`src/lfpa_pkg.sv`:
```
package lfpa_pkg;

   localparam int SUM_W = 20;
   localparam int WORD_W = 16;
   localparam logic [7:0] HDR_BYTE = 8'h59;
   localparam logic [7:0] CSUM_SEED = 8'hB2;
   localparam logic [WORD_W-1:0] WORD_MAX = 16'hFFFF;
   localparam logic [WORD_W-1:0] MIN_STRENGTH_RESET = 16'd100;
   localparam logic [0:0] REG_MIN_STRENGTH = 1'b0;

   typedef enum logic [3:0] {
      POS_HDR0 = 4'd0,
      POS_HDR1 = 4'd1,
      POS_DIST_LO = 4'd2,
      POS_DIST_HI = 4'd3,
      POS_STR_LO = 4'd4,
      POS_STR_HI = 4'd5,
      POS_SPARE0 = 4'd6,
      POS_SPARE1 = 4'd7,
      POS_CSUM = 4'd8
   } pos_type;

   typedef enum logic [1:0] {
      ST_OK = 2'd0,
      ST_CHECKSUM = 2'd1,
      ST_WEAK = 2'd2,
      ST_SATURATED = 2'd3
   } status_type;

   typedef enum logic [1:0] {
      S_IDLE,
      S_SUM,
      S_DIV,
      S_EMIT
   } state_type;

endpackage

```
`src/lfpa_ram.sv`:
```
module lfpa_ram #(
   parameter int WIDTH = 16,
   parameter int DEPTH = 5,
   parameter int ADDR_W = 3
) (
   input  logic              clock,
   input  logic              wr_en,
   input  logic [ADDR_W-1:0] wr_addr,
   input  logic [WIDTH-1:0]  wr_data,
   input  logic [ADDR_W-1:0] rd_addr,
   output logic [WIDTH-1:0]  rd_data
);

   logic [WIDTH-1:0] mem_ff [DEPTH];
   logic [WIDTH-1:0] rd_data_ff;

   always_ff @(posedge clock) begin
      if (wr_en) begin
         mem_ff[wr_addr] <= wr_data;
      end
      rd_data_ff <= mem_ff[rd_addr];
   end

   assign rd_data = rd_data_ff;

endmodule

```
`src/lfpa_div.sv`:
```
module lfpa_div
   import lfpa_pkg::*;
#(
   parameter int DIV_W = 3
) (
   input  logic             clock,
   input  logic             reset,
   input  logic             start,
   input  logic [SUM_W-1:0] dividend,
   input  logic [DIV_W-1:0] divisor,
   output logic             done,
   output logic [SUM_W-1:0] quotient
);

   localparam int STEP_W = $clog2(SUM_W + 1);

   logic [SUM_W-1:0]  quo_ff, quo_in;
   logic [DIV_W-1:0]  rem_ff, rem_in;
   logic [DIV_W-1:0]  dvs_ff, dvs_in;
   logic [STEP_W-1:0] step_ff, step_in;
   logic              busy_ff, busy_in;
   logic              done_ff, done_in;
   logic [DIV_W:0]    shifted;
   logic              fits;

   assign shifted = {rem_ff, quo_ff[SUM_W-1]};
   assign fits = shifted >= {1'b0, dvs_ff};

   always_comb begin
      quo_in = quo_ff;
      rem_in = rem_ff;
      dvs_in = dvs_ff;
      step_in = step_ff;
      busy_in = busy_ff;
      done_in = 1'b0;
      if (start) begin
         quo_in = dividend;
         rem_in = '0;
         dvs_in = divisor;
         step_in = '0;
         busy_in = 1'b1;
      end else if (busy_ff) begin
         quo_in = {quo_ff[SUM_W-2:0], fits};
         rem_in = fits ? DIV_W'(shifted - {1'b0, dvs_ff}) : DIV_W'(shifted);
         step_in = step_ff + 1'b1;
         if (step_ff == STEP_W'(SUM_W - 1)) begin
            busy_in = 1'b0;
            done_in = 1'b1;
         end
      end
   end

   always_ff @(posedge clock) begin
      if (reset) begin
         busy_ff <= 1'b0;
         done_ff <= 1'b0;
         step_ff <= '0;
      end else begin
         busy_ff <= busy_in;
         done_ff <= done_in;
         step_ff <= step_in;
      end
      quo_ff <= quo_in;
      rem_ff <= rem_in;
      dvs_ff <= dvs_in;
   end

   assign done = done_ff;
   assign quotient = quo_ff;

endmodule

```
`src/lidar_frame_parser_averager.sv`:
```
// Channel  Direction  Ports       Fields, lowest bit first
// req      in         req_t*      tdata: rx_byte; tuser: restart
// rsp      out        rsp_t*      tdata: avg_distance, raw_distance, signal_strength;
//                                 tuser: status, valid_res
// csr      in/out     csr_p*      APB, min_strength at byte address 0
// Every byte that does not end a frame leaves the block idle and ready for the next byte.
// A frame that is accepted into the average passes through the accepting state, the
// running sum update, the 20-step bit-serial divider and the result load.
// A rejected frame skips the sum and divider; the result register frees the input side.
// Reset is synchronous and needs no clearing pass; a stalled rsp holds the next frame end.
module lidar_frame_parser_averager
   import lfpa_pkg::*;
#(
   parameter int WINDOW = 5
) (
   input  logic        clock,
   input  logic        reset,
   input  logic        req_tvalid,
   output logic        req_tready,
   input  logic [7:0]  req_tdata,   // rx_byte
   input  logic        req_tuser,   // restart
   output logic        rsp_tvalid,
   input  logic        rsp_tready,
   output logic [47:0] rsp_tdata,   // avg_distance, raw_distance, signal_strength
   output logic [2:0]  rsp_tuser,   // status, valid_res
   input  logic        csr_psel,
   input  logic        csr_penable,
   input  logic        csr_pwrite,
   input  logic [2:0]  csr_paddr,
   input  logic [31:0] csr_pwdata,
   output logic [31:0] csr_prdata,
   output logic        csr_pready
);

   localparam int IDX_W = (WINDOW > 1) ? $clog2(WINDOW) : 1;
   localparam int CNT_W = $clog2(WINDOW + 1);

   state_type         state_ff, state_in;
   logic [3:0]        pos_ff, pos_in;
   logic [7:0]        csum_ff, csum_in;
   logic [WORD_W-1:0] dist_ff, dist_in;
   logic [WORD_W-1:0] str_ff, str_in;
   status_type        status_ff, status_in;
   logic [WORD_W-1:0] min_str_ff;
   logic [IDX_W-1:0]  idx_ff, idx_in;
   logic              full_ff, full_in;
   logic [SUM_W-1:0]  sum_ff, sum_in;
   logic              rsp_valid_ff, rsp_valid_in;
   logic [WORD_W-1:0] rsp_avg_ff, rsp_dist_ff, rsp_str_ff;
   status_type        rsp_status_ff;
   logic              rsp_ok_ff;

   logic              req_fire, frame_end, frame_good;
   logic              mem_wr, div_start, rsp_load;
   logic [WORD_W-1:0] old_sample;
   logic [CNT_W-1:0]  count;
   logic              div_done;
   logic [SUM_W-1:0]  quotient;
   logic [3:0]        pos_eff;
   status_type        status_chk;

   assign req_fire = req_tvalid && req_tready;
   assign pos_eff = req_tuser ? POS_HDR0 : pos_ff;
   assign frame_end = req_fire && (pos_eff == POS_CSUM);

   always_comb begin
      if (csum_ff != req_tdata) begin
         status_chk = ST_CHECKSUM;
      end else if (str_ff < min_str_ff) begin
         status_chk = ST_WEAK;
      end else if ((str_ff == WORD_MAX) || (dist_ff == WORD_MAX)) begin
         status_chk = ST_SATURATED;
      end else begin
         status_chk = ST_OK;
      end
   end
   assign frame_good = (status_chk == ST_OK);

   always_comb begin
      pos_in = pos_ff;
      csum_in = csum_ff;
      dist_in = dist_ff;
      str_in = str_ff;
      status_in = status_ff;
      if (req_fire) begin
         pos_in = pos_eff + 4'd1;
         csum_in = csum_ff + req_tdata;
         case (pos_eff)
            POS_HDR1: begin
               csum_in = CSUM_SEED;
               pos_in = (req_tdata == HDR_BYTE) ? POS_DIST_LO : POS_HDR0;
            end
            POS_DIST_LO: dist_in = {8'h00, req_tdata};
            POS_DIST_HI: dist_in = {req_tdata, dist_ff[7:0]};
            POS_STR_LO: str_in = {8'h00, req_tdata};
            POS_STR_HI: str_in = {req_tdata, str_ff[7:0]};
            POS_SPARE0, POS_SPARE1: begin
            end
            POS_CSUM: begin
               csum_in = csum_ff;
               pos_in = POS_HDR0;
               status_in = status_chk;
            end
            default: begin
               csum_in = csum_ff;
               pos_in = (req_tdata == HDR_BYTE) ? POS_HDR1 : POS_HDR0;
            end
         endcase
      end
   end

   always_comb begin
      state_in = state_ff;
      case (state_ff)
         S_IDLE: begin
            if (frame_end) begin
               state_in = frame_good ? S_SUM : S_EMIT;
            end
         end
         S_SUM: state_in = S_DIV;
         S_DIV: begin
            if (div_done) begin
               state_in = S_EMIT;
            end
         end
         S_EMIT: begin
            if (!rsp_valid_ff || rsp_tready) begin
               state_in = S_IDLE;
            end
         end
         default: state_in = S_IDLE;
      endcase
   end

   always_comb begin
      req_tready = 1'b0;
      mem_wr = 1'b0;
      div_start = 1'b0;
      rsp_load = 1'b0;
      case (state_ff)
         S_IDLE: req_tready = 1'b1;
         S_SUM: begin
            mem_wr = 1'b1;
            div_start = 1'b1;
         end
         S_DIV: begin
         end
         S_EMIT: rsp_load = !rsp_valid_ff || rsp_tready;
         default: begin
         end
      endcase
   end

   always_comb begin
      idx_in = idx_ff;
      full_in = full_ff;
      sum_in = sum_ff;
      count = CNT_W'(WINDOW);
      if (mem_wr) begin
         sum_in = sum_ff - (full_ff ? SUM_W'(old_sample) : '0) + SUM_W'(dist_ff);
         if (idx_ff == IDX_W'(WINDOW - 1)) begin
            idx_in = '0;
            full_in = 1'b1;
         end else begin
            idx_in = idx_ff + 1'b1;
            count = full_ff ? CNT_W'(WINDOW) : CNT_W'(idx_ff + 1'b1);
         end
      end
   end

   lfpa_ram #(
      .WIDTH(WORD_W),
      .DEPTH(WINDOW),
      .ADDR_W(IDX_W)
   ) u_window (
      .clock(clock),
      .wr_en(mem_wr),
      .wr_addr(idx_ff),
      .wr_data(dist_ff),
      .rd_addr(idx_ff),
      .rd_data(old_sample)
   );

   lfpa_div #(
      .DIV_W(CNT_W)
   ) u_div (
      .clock(clock),
      .reset(reset),
      .start(div_start),
      .dividend(sum_in),
      .divisor(count),
      .done(div_done),
      .quotient(quotient)
   );

   always_comb begin
      rsp_valid_in = rsp_valid_ff;
      if (rsp_load) begin
         rsp_valid_in = 1'b1;
      end else if (rsp_tready) begin
         rsp_valid_in = 1'b0;
      end
   end

   always_ff @(posedge clock) begin
      if (reset) begin
         state_ff <= S_IDLE;
         pos_ff <= POS_HDR0;
         csum_ff <= '0;
         dist_ff <= '0;
         str_ff <= '0;
         status_ff <= ST_OK;
         min_str_ff <= MIN_STRENGTH_RESET;
         idx_ff <= '0;
         full_ff <= 1'b0;
         sum_ff <= '0;
         rsp_valid_ff <= 1'b0;
      end else begin
         state_ff <= state_in;
         pos_ff <= pos_in;
         csum_ff <= csum_in;
         dist_ff <= dist_in;
         str_ff <= str_in;
         status_ff <= status_in;
         idx_ff <= idx_in;
         full_ff <= full_in;
         sum_ff <= sum_in;
         rsp_valid_ff <= rsp_valid_in;
         if (csr_psel && csr_penable && csr_pwrite && csr_pready
             && (csr_paddr[2] == REG_MIN_STRENGTH)) begin
            min_str_ff <= csr_pwdata[WORD_W-1:0];
         end
      end
      if (rsp_load) begin
         rsp_status_ff <= status_ff;
         rsp_ok_ff <= (status_ff == ST_OK);
         rsp_avg_ff <= (status_ff == ST_OK) ? quotient[WORD_W-1:0] : '0;
         rsp_dist_ff <= dist_ff;
         rsp_str_ff <= str_ff;
      end
   end

   assign rsp_tvalid = rsp_valid_ff;
   assign rsp_tdata = {rsp_str_ff, rsp_dist_ff, rsp_avg_ff};
   assign rsp_tuser = {rsp_ok_ff, rsp_status_ff};

   assign csr_pready = 1'b1;
   assign csr_prdata = (csr_paddr[2] == REG_MIN_STRENGTH) ? {16'h0000, min_str_ff} : 32'h0;

endmodule

```
`config.mk`:
```
export PLATFORM = sky130hd
export DESIGN_NAME = lidar_frame_parser_averager
export DESIGN_NICKNAME = d
export VERILOG_FILES = /design/src/lfpa_pkg.sv /design/src/lfpa_ram.sv /design/src/lfpa_div.sv /design/src/lidar_frame_parser_averager.sv
export SDC_FILE = /design/constraint.sdc
export NUM_CORES = 1
export LEC_CHECK = 0
export BUFFER_PORTS_ARGS = -buffer_cell sky130_fd_sc_hd__buf_2
export CAP_MARGIN = 10
export CORE_MARGIN = 2
export CORE_UTILIZATION = 40
export CTS_CLUSTER_SIZE = 24
export DETAILED_ROUTE_END_ITERATION = 10
export PLACE_DENSITY = 0.63
export SETUP_SLACK_MARGIN = 0.05
export SLEW_MARGIN = 0
export SYNTH_ARGS = -nofsm -noshare
export SYNTH_HDL_FRONTEND = slang
export SYNTH_SLANG_ARGS = --single-unit
```
`constraint.sdc`:
```
create_clock -name clock -period 5 [get_ports clock]
set_clock_uncertainty 0.2 [all_clocks]
set_input_delay 1 -clock clock [delete_from_list [all_inputs] [get_ports clock]]
set_output_delay 1 -clock clock [all_outputs]
set_load 0.02 [all_outputs]
```
==> results.md <==
* Fill cells at 2834
* Largest stage delay, worst path at 660 ps
* Clock tree root buffer cell: clkbuf_16
* Syn_area_per_cell at 11.3 um2
* Final HPWL DP at 19200 um
* PwrDens at 547 nW/um2
* Initial DRT Pass Iterations at 5
* Max Slew Vio Count at 0
* Setup TNS at 0 ps
* Die Area at 32500 um2
* Layout cells sized above 1 at 0.176
* Critical Path RT at 5230 ps
* Post-synthesis register bit count at 269
* Largest net degree at the start of global routing at 70
* Num ports at 137
* DR vias at 8328
* CTS H-tree depth at 1
* Footprint of the multi-input gates at 4880 um2
* Die Wd at 180 um
* Max-slew headroom at 0.241
* Leakage at 0.00559 uW
* Vias in the first global route at 8330
* Flop-to-flop setup slack at 1180 ps
* Drt total wl at 28000 um
* Ys async rst share at 0
* Core area at 30600 um2
* # resized after CTS at 0
* CTS buffer count at 29
* Post-route insts no fill at 1619
* Worst Path Arrival at 4040 ps
* Area growth from synthesis to layout at 15.0%
* Commonest non-fill, non-tap cell in the layout: edfxtp_1
* GRT overflow at 0
* Placed insts at 1565
* Antenna fix cells at 0
* Least-Margin Pin Slew at 1140 ps
* Top_reg_cell synth: edfxtp_1
* Routability cong. at 0.851
* Fmax at 262 MHz
* Global-route wire length before repair at 44500 um
* Die height at 180 um
* Place WS at 1220 ps
* Delay-heaviest family, CP: compound AO/OA/AOI/OAI gates
* Via density at 5.14
* GRT Total Usage at 0.170
* Status: complete, no violations
* Post-synth EDFFs at 154
* CTS max path bufs at 3
* Crit path time final at 3820 ps
* CTS Hold Buffers Added at 0
* Initial antenna violation count at 0
* Sequential power share at 0.371
* Final worst setup slack at 1180 ps
* Residual DRC at 0
* Antenna-violating nets left at 0
* Syn. warnings at 0
* Final setup violation count at 0
* Worst hold margin at 254 ps
* TritonCTS clock tree: yes
* DRT iter0 DRCs at 603
* Starting density of the core at 0.407
* Reg area at 6930 um2
* Net Sw Power at 2600 uW
* CP max-delay cell: dfxtp_1
* Pwr Total at 7820 uW
* Min-delay worst type: reg -> reg
* Syn Inst Count at 1099
* Final hold viol count at 0
* # rows at 64
* Worst path buffer plus inverter count at 1
* Clock Latency Late Sink at 550 ps
* Sink Count at 269
* Share of total power in combinational logic at 0.349
* Clk pin slew, worst setup/hold paths at 60 ps
* Synth unique cells at 64
* Worst path cell trace: and2_1, fa_1, inv_1, ha_1, a211oi_1, o21ai_1, nand4_1, a31oi_1, or3_1, a21oi_1, mux2_1
* P_int at 5230 uW
* Final net count at 1325
* Synthesized area at 12400 um2
* Maximum VDD drop at 0.364 mV
* PortBufs at 101
* Avg WL per Cell at 17.3 um
* CP Class: reg -> reg
* Crit start category: flip-flop
* Sw frac at 0.332
* Fin crit share at 0.763
* CP Capture Type: flip-flop
* Sequential area share after synthesis at 0.557
* Maxcap violations at 0
* Clock Power Share at 0.279
* Post CTS Setup Buffer Count at 0
* Commonest non-fill, non-tap cells in the layout: edfxtp_1, dfxtp_1, inv_1, buf_2, nand2_1
* Unrepaired setup endpoints after global routing: false
* Worst Path Max Fanout at 19
[stage by stage]
step,utilization,cell area (um2)
2_1_floorplan,-,12500
3_3_place_gp,0.436,13300
3_5_place_dp,0.436,13300
4_1_cts,0.468,14300
5_1_grt,0.468,14300
6_report,0.468,14300
[worst paths after layout]
path	start	to	depth (start not counted)
worst max-delay path	full_ff$_SDFFE_PP0P_	sum_ff[19]$_SDFF_PP0_	11
worst min-delay path	min_str_ff[7]$_SDFFE_PP0P_	min_str_ff[7]$_SDFFE_PP0P_	2
worst max register to register	full_ff$_SDFFE_PP0P_	sum_ff[19]$_SDFF_PP0_	11
worst min register to register	min_str_ff[7]$_SDFFE_PP0P_	min_str_ff[7]$_SDFFE_PP0P_	2
[cell families after synthesis]
family	count (synthesis)	share of synthesized area
and+or+nand+nor	312	0.120
muxes	60	0.0669
AOI/OAI and AO/OA	183	0.0941
adders and majority gates	74	0.0853
xor gates and xnor gates	27	0.0190
other	2	0.000603
DFF	269	0.557
buffers and inverters	172	0.0581
[worst reg2reg max path, stage by stage (launching register included)]
cell	delay (ps)
dfxtp_1	660
and2_1	230
fa_1	410
inv_1	110
ha_1	260
a211oi_1	360
o21ai_1	210
nand4_1	200
a31oi_1	150
or3_1	370
a21oi_1	200
mux2_1	350
[registers in the layout, summed over array words and instances, names as in the netlist, 2 cells and up]
register          flops
u_div.step_ff         5
min_str_ff           16
state_ff              2
rsp_dist_ff          16
u_div.rem_ff          3
str_ff               16
dist_ff              16
u_div.quotient       20
u_window.rd_data     16
rsp_status_ff         2
pos_ff                4
status_ff             2
u_window.mem_ff      80
csum_ff               8
sum_ff               20
rsp_avg_ff           16
rsp_str_ff           16
u_div.dvs_ff          3
idx_ff                3
[area by class of cell]
class | instances | area share
flip-flops and latches | 269 | 0.484
multi-input cells | 673 | 0.341
clock buffers | 36 | 0.0546
repair buffers | 116 | 0.0432
well taps | 396 | 0.0346
inverters | 111 | 0.0291
clock inverters | 18 | 0.0139
[Yosys cell counts, types with 4 or more instances]
library cell	n	area (um2)
a21o_1	16	120
a21oi_1	69	345
a221o_1	5	50.1
a22oi_1	13	97.6
a31oi_1	5	31.3
and2_1	32	200
and3_1	7	43.8
buf_1	6	22.5
buf_4	18	135
clkbuf_1	34	128
dfxtp_1	115	2300
edfxtp_1	154	4620
fa_1	18	360
ha_1	56	701
inv_1	111	417
mux2_2	24	270
mux2i_1	19	190
mux4_2	16	360
nand2_1	95	357
nand2b_1	7	43.8
nand3_1	18	90.1
nand4_1	18	113
nor2_1	86	323
nor2b_1	10	62.6
nor3_1	13	65.1
nor4_1	7	43.8
o211ai_1	5	37.5
o21a_1	4	30.0
o21ai_0	27	135
o21ai_1	5	25.0
o21bai_1	6	45.0
or3_1	5	31.3
xnor2_1	17	149
xor2_1	10	87.6
[layer usage]
metal | share of wire | wire, um | vias to the layer above | global-route usage
met5 | 0 | 0 | - | 0
met2 | 0.50 | 13900 | 191 | 0.297
met1 | 0.43 | 12200 | 4070 | 0.220
met4 | 0.020 | 563 | 0 | 0.0387
li1 | - | - | 4025 | -
met3 | 0.049 | 1360 | 42 | 0.0285
[power groups by stage]
| stage | clock [uW] | combinational [uW] | sequential, uW |
|---|---|---|---|
| after floorplan | 0 | 2110 | 2920 |
| after global placement | 0 | 2670 | 2940 |
| after detailed placement | 0 | 2720 | 2950 |
| after CTS | 2230 | 2740 | 2910 |
| after global routing | 2320 | 3040 | 2940 |
| final | 2190 | 2730 | 2910 |
No activity file was read; power rests on OpenSTA's default activity.
